**src/hw/rtl/ura_pkg.sv**
```systemverilog
`timescale 1ns / 1ps
// ----------------------------------------------------------------------------
// ura_pkg
// Shared types, constants and lookup tables for the ultrasonic range alert.
// ----------------------------------------------------------------------------
package ura_pkg;

	localparam int COUNT_BITS_DEF = 16;
	localparam int LAST_W         = 16;
	localparam int RANGE_W        = 4;
	localparam int HALF_W         = 10;
	localparam int TPM_W          = 16;
	localparam int CPCM_W         = 8;
	localparam int CFG_W          = 16;
	localparam int THR_W          = 16;
	localparam int NUM_THR        = 10;

	localparam logic [TPM_W-1:0]   TICKS_PER_MS_RST  = 16'd1000;
	localparam logic [CPCM_W-1:0]  COUNTS_PER_CM_RST = 8'd58;
	localparam logic [RANGE_W-1:0] RANGE_MAX         = 4'd11;

	// configuration register indexes
	localparam logic REG_TICKS_PER_MS  = 1'b0;
	localparam logic REG_COUNTS_PER_CM = 1'b1;

	typedef enum logic [1:0] {
		COL_RED   = 2'd0,
		COL_BLUE  = 2'd1,
		COL_GREEN = 2'd2
	} color_t;

	typedef logic [CPCM_W-1:0] thr_cm_t [NUM_THR];

	localparam thr_cm_t THRESH_CM = '{
		8'd10, 8'd25, 8'd50, 8'd75, 8'd100, 8'd120, 8'd140, 8'd160, 8'd180, 8'd200
	};

	typedef struct packed {
		logic                 changed;
		logic [RANGE_W-1:0]   range_idx;
		logic [LAST_W-1:0]    last_count;
	} meas_t;

	typedef struct packed {
		logic red;
		logic blue;
		logic green;
	} led_t;

	typedef struct packed {
		led_t                 led;
		meas_t                meas;
	} res_t;

	function automatic color_t range_color(input logic [RANGE_W-1:0] r);
		color_t c;
		unique case (r)
			4'd6, 4'd7, 4'd8, 4'd9, 4'd10: c = COL_BLUE;
			4'd11:                         c = COL_GREEN;
			default:                       c = COL_RED;
		endcase
		return c;
	endfunction

	// blink half period in ms; zero means steady
	function automatic logic [HALF_W-1:0] range_half(input logic [RANGE_W-1:0] r);
		logic [HALF_W-1:0] h;
		unique case (r)
			4'd2:    h = 10'd200;
			4'd3:    h = 10'd300;
			4'd4:    h = 10'd400;
			4'd5:    h = 10'd500;
			4'd6:    h = 10'd100;
			4'd7:    h = 10'd200;
			4'd8:    h = 10'd300;
			4'd9:    h = 10'd400;
			4'd10:   h = 10'd500;
			4'd11:   h = 10'd1000;
			default: h = 10'd0;
		endcase
		return h;
	endfunction

endpackage

```
**src/hw/rtl/ura_pulse.sv**
```systemverilog
`timescale 1ns / 1ps
// ----------------------------------------------------------------------------
// ura_pulse
// Echo edge detection, pulse width counter and range classification.
// ----------------------------------------------------------------------------
module ura_pulse
	import ura_pkg::*;
#(
	parameter int COUNT_BITS = COUNT_BITS_DEF
) (
	input  logic              clk,
	input  logic              arst_n,
	input  logic              step,
	input  logic              echo,
	input  logic [CPCM_W-1:0] counts_per_cm,
	output meas_t             meas
);

	localparam int CMP_W = (COUNT_BITS > THR_W) ? COUNT_BITS : THR_W;

	logic                  prev_q;
	logic [COUNT_BITS-1:0] cnt_q;
	logic [LAST_W-1:0]     latched_q;
	logic [RANGE_W-1:0]    range_q;
	logic [THR_W-1:0]      thr_q [NUM_THR];

	logic                  rise;
	logic                  fall;
	logic [COUNT_BITS-1:0] cnt_d;
	logic [CMP_W-1:0]      cnt_ext;
	logic [NUM_THR-1:0]    below;
	logic [RANGE_W-1:0]    cls_range;

	assign rise    = echo & ~prev_q;
	assign fall    = ~echo & prev_q;
	assign cnt_ext = CMP_W'(cnt_q);

	always_comb begin
		priority if (rise) begin
			cnt_d = COUNT_BITS'(1);
		end else if (echo) begin
			cnt_d = cnt_q + COUNT_BITS'(1);
		end else begin
			cnt_d = cnt_q;
		end
	end

	// thresholds are ascending, so the lowest one above the count wins
	always_comb begin
		for (int i = 0; i < NUM_THR; i++) begin
			below[i] = cnt_ext < CMP_W'(thr_q[i]);
		end
		cls_range = RANGE_MAX;
		for (int i = NUM_THR - 1; i >= 0; i--) begin
			if (below[i]) begin
				cls_range = RANGE_W'(i + 1);
			end
		end
	end

	always_comb begin
		meas.changed    = fall && (cls_range != range_q);
		meas.range_idx  = fall ? cls_range : range_q;
		meas.last_count = fall ? cnt_ext[LAST_W-1:0] : latched_q;
	end

	always_ff @(posedge clk or negedge arst_n) begin
		if (!arst_n) begin
			prev_q    <= 1'b0;
			cnt_q     <= '0;
			latched_q <= '0;
			range_q   <= '0;
		end else if (step) begin
			prev_q    <= echo;
			cnt_q     <= cnt_d;
			latched_q <= meas.last_count;
			range_q   <= meas.range_idx;
		end
	end

	// scaled thresholds follow the config register in the next cycle
	always_ff @(posedge clk or negedge arst_n) begin
		if (!arst_n) begin
			for (int i = 0; i < NUM_THR; i++) begin
				thr_q[i] <= THR_W'(THRESH_CM[i]) * THR_W'(COUNTS_PER_CM_RST);
			end
		end else begin
			for (int i = 0; i < NUM_THR; i++) begin
				thr_q[i] <= THR_W'(THRESH_CM[i]) * THR_W'(counts_per_cm);
			end
		end
	end

endmodule

```
**src/hw/rtl/ura_blink.sv**
```systemverilog
`timescale 1ns / 1ps
// ----------------------------------------------------------------------------
// ura_blink
// Millisecond divider, blink phase timer and LED color decode.
// ----------------------------------------------------------------------------
module ura_blink
	import ura_pkg::*;
(
	input  logic               clk,
	input  logic               arst_n,
	input  logic               step,
	input  logic               changed,
	input  logic [RANGE_W-1:0] range_idx,
	input  logic [TPM_W-1:0]   ticks_per_ms,
	output led_t               led
);

	logic [TPM_W-1:0]  sub_q;
	logic [HALF_W-1:0] phase_q;
	logic              off_q;

	logic [TPM_W-1:0]  sub_d;
	logic [HALF_W-1:0] phase_d;
	logic              off_d;
	logic [HALF_W-1:0] half;
	color_t            color;
	logic [TPM_W-1:0]  limit;
	logic [TPM_W:0]    sub_inc;
	logic [HALF_W:0]   phase_inc;

	assign half      = range_half(range_idx);
	assign color     = range_color(range_idx);
	assign limit     = (ticks_per_ms == '0) ? TPM_W'(1) : ticks_per_ms;
	assign sub_inc   = {1'b0, sub_q} + (TPM_W + 1)'(1);
	assign phase_inc = {1'b0, phase_q} + (HALF_W + 1)'(1);

	always_comb begin
		sub_d   = sub_q;
		phase_d = phase_q;
		off_d   = off_q;
		priority if (changed || (half == '0)) begin
			sub_d   = '0;
			phase_d = '0;
			off_d   = 1'b0;
		end else if (sub_inc >= {1'b0, limit}) begin
			sub_d = '0;
			if (phase_inc >= {1'b0, half}) begin
				phase_d = '0;
				off_d   = ~off_q;
			end else begin
				phase_d = phase_inc[HALF_W-1:0];
			end
		end else begin
			sub_d = sub_inc[TPM_W-1:0];
		end
	end

	always_comb begin
		if (half == '0) begin
			led = '{red: 1'b1, blue: 1'b0, green: 1'b0};
		end else begin
			led.red   = !off_d && (color == COL_RED);
			led.blue  = !off_d && (color == COL_BLUE);
			led.green = !off_d && (color == COL_GREEN);
		end
	end

	always_ff @(posedge clk or negedge arst_n) begin
		if (!arst_n) begin
			sub_q   <= '0;
			phase_q <= '0;
			off_q   <= 1'b0;
		end else if (step) begin
			sub_q   <= sub_d;
			phase_q <= phase_d;
			off_q   <= off_d;
		end
	end

endmodule

```
**src/hw/rtl/ultrasonic_range_alert_unit.sv**
```systemverilog
`timescale 1ns / 1ps
// ----------------------------------------------------------------------------
// ultrasonic_range_alert_unit
// Echo pulse width ranging with an LED range alert, one result per tick.
// ----------------------------------------------------------------------------
//  Channel  Dir  Handshake             Payload
//  in       in   in_valid / in_stall   echo_level
//  out      out  out_valid / out_stall red_on blue_on green_on range_index
//                                      range_changed last_pulse_count
//  cfg      in   cfg_we                cfg_idx cfg_wdata
//
//  One tick per cycle while the output is not stalled; each result passes the
//  input register, then the result register.
//  Reset clears all counters, range and blink state; config returns to
//  1000 ticks/ms and 58 counts/cm.
//  A stalled result holds; the input register keeps taking ticks while the
//  result register is free or being emptied in the same cycle.
// ----------------------------------------------------------------------------
module ultrasonic_range_alert_unit
	import ura_pkg::*;
#(
	parameter int COUNT_BITS = COUNT_BITS_DEF
) (
	input  logic               clk,
	input  logic               arst_n,
	input  logic               in_valid,
	output logic               in_stall,
	input  logic               echo_level,
	output logic               out_valid,
	input  logic               out_stall,
	output logic               red_on,
	output logic               blue_on,
	output logic               green_on,
	output logic [RANGE_W-1:0] range_index,
	output logic               range_changed,
	output logic [LAST_W-1:0]  last_pulse_count,
	input  logic               cfg_we,
	input  logic               cfg_idx,
	input  logic [CFG_W-1:0]   cfg_wdata
);

	logic [TPM_W-1:0]  tpm_q;
	logic [CPCM_W-1:0] cpcm_q;

	logic  valid_s1;
	logic  echo_s1;
	logic  valid_s2;
	res_t  res_s2;

	logic  out_free;
	logic  step;
	meas_t meas;
	led_t  led;

	assign out_free = !valid_s2 || !out_stall;
	assign step     = valid_s1 && out_free;
	assign in_stall = valid_s1 && !out_free;

	always_ff @(posedge clk or negedge arst_n) begin
		if (!arst_n) begin
			tpm_q  <= TICKS_PER_MS_RST;
			cpcm_q <= COUNTS_PER_CM_RST;
		end else if (cfg_we) begin
			unique case (cfg_idx)
				REG_TICKS_PER_MS:  tpm_q  <= cfg_wdata[TPM_W-1:0];
				REG_COUNTS_PER_CM: cpcm_q <= cfg_wdata[CPCM_W-1:0];
				default:           tpm_q  <= tpm_q;
			endcase
		end
	end

	always_ff @(posedge clk or negedge arst_n) begin
		if (!arst_n) begin
			valid_s1 <= 1'b0;
		end else if (!in_stall) begin
			valid_s1 <= in_valid;
		end
	end

	always_ff @(posedge clk) begin
		if (in_valid && !in_stall) begin
			echo_s1 <= echo_level;
		end
	end

	ura_pulse #(
		.COUNT_BITS(COUNT_BITS)
	) u_pulse (
		.clk          (clk),
		.arst_n       (arst_n),
		.step         (step),
		.echo         (echo_s1),
		.counts_per_cm(cpcm_q),
		.meas         (meas)
	);

	ura_blink u_blink (
		.clk         (clk),
		.arst_n      (arst_n),
		.step        (step),
		.changed     (meas.changed),
		.range_idx   (meas.range_idx),
		.ticks_per_ms(tpm_q),
		.led         (led)
	);

	always_ff @(posedge clk or negedge arst_n) begin
		if (!arst_n) begin
			valid_s2 <= 1'b0;
		end else if (out_free) begin
			valid_s2 <= valid_s1;
		end
	end

	always_ff @(posedge clk) begin
		if (step) begin
			res_s2.led  <= led;
			res_s2.meas <= meas;
		end
	end

	assign out_valid        = valid_s2;
	assign red_on           = res_s2.led.red;
	assign blue_on          = res_s2.led.blue;
	assign green_on         = res_s2.led.green;
	assign range_index      = res_s2.meas.range_idx;
	assign range_changed    = res_s2.meas.changed;
	assign last_pulse_count = res_s2.meas.last_count;

	a_led_exclusive: assert property (@(posedge clk) disable iff (!arst_n)
		out_valid |-> $onehot0({red_on, blue_on, green_on}))
		else $error("more than one LED lit");

	a_range_bound: assert property (@(posedge clk) disable iff (!arst_n)
		out_valid |-> range_index <= RANGE_MAX)
		else $error("range index out of bounds");

	a_change_nonzero: assert property (@(posedge clk) disable iff (!arst_n)
		out_valid && range_changed |-> range_index != '0)
		else $error("range change to the no-measurement range");

	a_steady_red: assert property (@(posedge clk) disable iff (!arst_n)
		out_valid && (range_index == 4'd0 || range_index == 4'd1)
			|-> red_on && !blue_on && !green_on)
		else $error("steady range not showing red");

endmodule

```
**config.mk**
```make
export PLATFORM = sky130hd
export DESIGN_NAME = ultrasonic_range_alert_unit
export DESIGN_NICKNAME = d
export VERILOG_FILES = /design/src/hw/rtl/ura_pkg.sv /design/src/hw/rtl/ura_pulse.sv /design/src/hw/rtl/ura_blink.sv /design/src/hw/rtl/ultrasonic_range_alert_unit.sv
export SDC_FILE = /design/constraint.sdc
export NUM_CORES = 1
export LEC_CHECK = 0
export ABC_AREA = 1
export BUFFER_PORTS_ARGS = -buffer_cell sky130_fd_sc_hd__buf_2
export CAP_MARGIN = 15
export CORE_MARGIN = 4
export CORE_UTILIZATION = 47
export CTS_BUF_LIST = sky130_fd_sc_hd__clkbuf_2
export DETAILED_ROUTE_END_ITERATION = 10
export MAX_ROUTING_LAYER = met4
export PLACE_DENSITY = 0.66
export SLEW_MARGIN = 0
export SYNTH_ARGS = -nofsm -noshare
export SYNTH_HDL_FRONTEND = slang
export SYNTH_HIERARCHICAL = 1
export SYNTH_SLANG_ARGS = --single-unit
```
**constraint.sdc**
```tcl
create_clock -name clk -period 4 [get_ports clk]
set_input_delay 0.6 -clock clk [delete_from_list [all_inputs] [get_ports clk]]
set_output_delay 0.6 -clock clk [all_outputs]
set_load 0.03 [all_outputs]
```
**After elaboration in Yosys (flattened, before gate mapping)**

Memory sizes are Yosys's and may differ from the RTL's.
Index checks and enable logic that the tools add are counted.

- Output and inout bits: 26
- Memory bits (writable): 0
- Input port bits: 23
- Register bits after elaboration: 244
- Memories kept: 1
- Latch bits: 0
- Memory bits (read-only): 128

Memories:

| name | depth | bits a word | read ports | clocked after Yosys merged registers in | write ports | line | source |
|---|---|---|---|---|---|---|---|
| (name not given) | 16 | 8 | 1 | 0 | 0 | ura_pkg.sv:68 | `unique case (r)` |

- Bitwise logic cells: 6
- Muxes and demuxes: 24
- Shift-type cells: 0
- $lt $le $gt $ge: 12
- Eq/ne operators: 9
- Multiply operators: 10
- Reductions and logical operators: 24
- Div/mod/pow operators: 0
- Add/subtract/negate cells: 3

Operators with widths:

| operator | number |
|---|---|
| 2-to-1 mux 16 bit | 6 |
| < comparator 16 bit | 4 |
| multiplier 5 x 8 -> 13 bit, first input constant | 4 |
| < comparator 16 x 15 -> 1 bit | 3 |
| 2-to-1 mux 4 bit | 8 |
| 2-to-1 mux 10 bit | 3 |
| multiplier 6 x 8 -> 14 bit, first input constant | 2 |
| multiplier 3 x 8 -> 11 bit, first input constant | 2 |
| adder 16 x 1 -> 17 bit, second input constant | 1 |
| >= comparator 17 x 16 -> 1 bit | 1 |
| adder 16 x 1 -> 16 bit, second input constant | 1 |
| equality test 4 bit, second input constant | 4 |
| zero test 16 bit | 1 |
| < comparator 16 x 12 -> 1 bit | 1 |
| < comparator 16 x 13 -> 1 bit | 1 |
| < comparator 16 x 14 -> 1 bit | 1 |
| multiplier 7 x 8 -> 15 bit, first input constant | 1 |
| multiplier 4 x 8 -> 12 bit, first input constant | 1 |
| adder 10 x 1 -> 11 bit, second input constant | 1 |
| >= comparator 11 x 10 -> 1 bit | 1 |
| zero test 10 bit | 1 |
| equality test 4 x 3 -> 1 bit, second input constant | 2 |
| AND reduction 2 bit | 4 |
| logical AND 1 bit | 7 |
| 13 further kinds | 27 |

**Depth between registers and ports, before layout**

An unclocked memory read counts as a cell.

- Word-level depth: 19
- Mapped depth: 41
- Gate-level depth less buffers: 41

**Hierarchy**

Netlist, hierarchy kept.

By module, submodules not included:

| module | times used | cells an instance | seq. area each (µm²) | area each (µm²) |
|---|---|---|---|---|
| ura_pulse | 1 | 1257 | 2667.6 | 10297.4 |
| ura_blink | 1 | 400 | 675.6 | 2718.9 |
| ultrasonic_range_alert_unit | 1 | 142 | 1413.9 | 1918.1 |

**Worst setup path before layout**

OpenSTA, ideal clock, no wires.

- Path type: reg2reg
- Start: register u_pulse.cnt_q[13], in the netlist u_pulse/cnt_ext[13]
- End: register res_s2, in the netlist blue_on, data pin
- Arrival time: 3.690 ns
- Setup slack: 0.051 ns
- Data required time: 3.741 ns
- Library setup time: 0.259 ns
- Stages on the path, launching flop included: 35
- Period minus slack after synthesis: 3.949 ns
- Cell sequence: dfrtp_1 -> ha_1 -> nand2_1 -> nor2_1 -> nand2_1 -> nor2_1 -> nand2_1 -> nand2_1 -> nand2_1 -> nand3_1 -> nand3_1 -> nand2_1 -> nand2_1 -> o21ai_1 -> inv_1 -> ha_1 -> nand2_1 -> o21ai_0 -> o21ai_1 -> inv_1 -> ha_1 -> nand2_1 -> inv_1 -> nand2_1 -> nand2_1 -> nand2_1 -> nand2_1 -> nand2_1 -> nand2_1 -> nand2_1 -> nand3_1 -> nand2_1 -> nand2_1 -> nand2_1 -> a21oi_1

RTL lines:

| element | line | source |
|---|---|---|
| start, declared | ura_pulse.sv:22 | `logic [COUNT_BITS-1:0] cnt_q;` |
| start signal, assigned | ura_pulse.sv:75 | `cnt_q <= cnt_d;` |
| end, declared | ultrasonic_range_alert_unit.sv:48 | `res_t res_s2;` |

==> reports/results.txt <==
Via count: 12,080
Slowest Stage Delay on Critical Path: 500 ps
Slew Limit Fails: 0
Post-synth EDFFs: 25
PD cells: 487.4 nW/µm²
Number of global-route vias before repair: 11,610
Top cells by count, synth: 376 x nand2_1, 327 x inv_1, 259 x ha_1
Slowest cell on crit path: dfrtp_2
Initial DRC count: 720
Post-synth ARST share: 0.8634
Die ar.: 34,690 µm²
R2r worst-path depth: 30
Top cell by count, worst path: nand2_1
Critical Path Sink Type: register
Routed wire per std cell: 14.84 µm
Cells after DPL: 2,316
Yosys cell types: 56
Initial Util: 0.4745
CTS H-tree depth: 4
WP data arrival: 4880 ps
Setup TNS: -2163 ps
Total of max-cap violations: 0
Max Clk Rate: 238.5 MHz
Maximum VDD drop: 0.3692 mV
Syn avg cell area: 8.301 µm²
Pwr Total: 8.555 mW
CP startpoint kind: register
Most common cell in the synthesized netlist: nand2_1
Place WS: -327.5 ps
Crit path setup slack, layout: -193.0 ps
Die W: 186.3 µm
Clock Sinks: 183
Pleak: 9.391 nW
Hpwl dp: 26,570 µm
Critical Setup Path Class: reg2reg
CTS Buf Count: 17
Syn nets: 2,120
RSZ-0062 raised after global routing: true
IO buf count: 48
Final Non-Filler Cells: 2,402
Crit-path max FO: 5
Layout net count: 2,307
Clk Latency, worst-skew pair: 830 ps
Global-route wire length before repair: 56,630 µm
Outcome: complete, but fails checks
Pin count of the biggest net entering global routing: 103
Ranking of synthesized cells by area: ha_1 22%, dfrtp_1 19%, nand2_1 9.5%, inv_1 8.2%, dfstp_2 7.4%
Hold Crit Class: in2reg
First-pass iteration count of the detailed router: 7
Die height: 186.3 µm
Final count of negative-setup-slack endpoints: 25
Final hold vios: 0
Largest area contributor in the netlist: ha_1
Syn-to-layout area delta: 17.52%
Clock Path Buffers: 2
Wirelength, routed: 35,660 µm
Top-area cell type share of the netlist area: 0.2170
Ys flop type: dfrtp_1
Hold Path Stages: 3
Grt total ovfl: 0
GRT Total Usage: 0.2087
Slew Limit Headroom: 0.4923
Period utilisation layout: 1.048
# DRC: 0
Vias per cell: 5.029
Clk_skew: 50.64 ps
Core Area: 31,470 µm²
Sequential element share of the synthesized area: 0.3185
Yosys warnings: 6
CTS root buf: clkbuf_2
Ports: 49
Routed Antenna Nets: 0
Row cnt: 65
Req. time, crit path: 4690 ps
GP Congestion: 0.8964
Synthesis-stage register bit count: 183
Clk pin slew, worst setup/hold paths: 310 ps
Tmin final: 4193 ps
Syn Std Cell Area: 14,930 µm²
CTS tree: yes
Gate Count Post-Synth: 1,799
Initial antenna violation count: 1
Worst slew pin tran: 758.8 ps
Failing checks: negative setup slack
Fraction of layout cells with a size suffix above 1: 0.2181
-- repair_timing --
| item | 4_1_cts | 5_1_grt |
|---|---|---|
| hold buffers | 20 | 0 |
| resized for setup | 56 | 110 |
| hold endpoints to repair | 78 | 0 |
| setup buffers | 8 | 25 |
| endpoints found under the setup margin | 15 | 30 |
| pin swaps | 30 | 52 |
-- sequential cells by signal, summed over array words and instances (netlist names) --
| signal | flops |
|---|---|
| u_pulse/thr_q | 68 |
| last_pulse_count | 16 |
| tpm_q | 16 |
| u_blink/sub_q | 16 |
| u_pulse/cnt_ext | 16 |
| u_pulse/latched_q | 16 |
| u_blink/phase_q | 10 |
| cpcm_q | 8 |
| range_index | 4 |
| u_pulse/range_q | 4 |
| blue_on | 1 |
| echo_s1 | 1 |
| green_on | 1 |
| out_valid | 1 |
| range_changed | 1 |
| red_on | 1 |
| u_blink/off_q | 1 |
| u_pulse/prev_q | 1 |
| valid_s1 | 1 |
-- where the power goes --
part	switching [mW]	internal [mW]	total [mW]	leakage, nW
logic	3.00	1.92	4.92	7.09
clock network	0.728	0.183	0.911	0.130
registers	0.240	2.49	2.73	2.17
total	3.97	4.59	8.56	9.39
-- logic make-up after synthesis --
logic type / synth area share
and+or+nand+nor: 0.2002
buffers and inverters: 0.09786
adders and majority gates: 0.2693
AOI/OAI and AO/OA: 0.08018
DFF: 0.3185
xor gates and xnor gates: 0.03401
-- per-layer routing --
metal,global-route usage,vias up,wire length (µm)
li1,-,6177,-
met1,0.2870,5660,17200
met2,0.3309,206,16620
met3,0.02450,37,1079
met4,0.05334,0,755
met5,-,-,0
-- layout make-up --
cell class                 instances  area [µm²]
fill                            2871       13920
multi-input combinational       1252        9319
sequential                       183        4772
timing repair buffer             190        1450
inverter                         342        1299
tap                              402       503.0
clock inverter                    15       120.1
clock buffer                      17       85.08
antenna                            1       2.502
-- worst paths after layout --
| kind | to | start | slack [ps] |
|---|---|---|---|
| setup / recovery | green_on | u_pulse/cnt_ext[13] | -190 |
| hold / removal | cpcm_q[3] | cfg_idx | 130 |
| setup reg to reg | green_on | u_pulse/cnt_ext[13] | -190 |
| hold reg to reg | tpm_q[5] | tpm_q[5] | 510 |
| max in group asynchronous | u_pulse/thr_q[150] | arst_n | 2730 |
| min in group asynchronous | u_blink/phase_q[3] | arst_n | 260 |
-- cell usage in the layout (no fill, tap or decap), types with 6 or more instances in the layout --
master         Yosys  final
xnor2_1           10     10
nor2_2             7     13
o21ai_1           45     46
dlygate4sd3_1      0     20
clkbuf_2           0     17
xor2_1            48     48
o21ai_0           48     40
nand2_1          376    351
fa_1              39     39
a21oi_2            1     17
nor2_1           103     94
nand3_2            3     11
buf_2              2     47
o21ai_2            1      6
o21bai_1           6      6
inv_2             10     22
nand4_1           18     18
nor3_2             5     13
dfrtp_1          116    104
a21oi_1          107     88
buf_6              6     11
inv_1            327    313
nand2_2           27     49
nand3_1           87     79
ha_4               0     20
buf_4              3    108
edfxtp_1          25     25
ha_1             259    236
dfrtp_2            0     12
nor2_4             3      6
nor3_1            16      8
dfstp_2           42     42
-- worst max-delay path, delay by kind of cell (launching register included) --
| family | cells | cell delay [ps] |
|---|---|---|
| and+or+nand+nor | 15 | 1410 |
| DFF | 1 | 500 |
| AOI/OAI and AO/OA | 7 | 830 |
| adders and majority gates | 3 | 620 |
| buffers and inverters | 5 | 690 |
-- stage by stage --
stage,cell area (µm²),hold slack (ps),util
2_1_floorplan,14930,304.4,-
3_3_place_gp,16220,469.1,0.5154
3_5_place_dp,16220,473.3,0.5154
4_1_cts,16860,39.04,0.5358
5_1_grt,17550,19.55,0.5576
6_report,17550,128.8,0.5576
(Power assumes the default switching activity.)
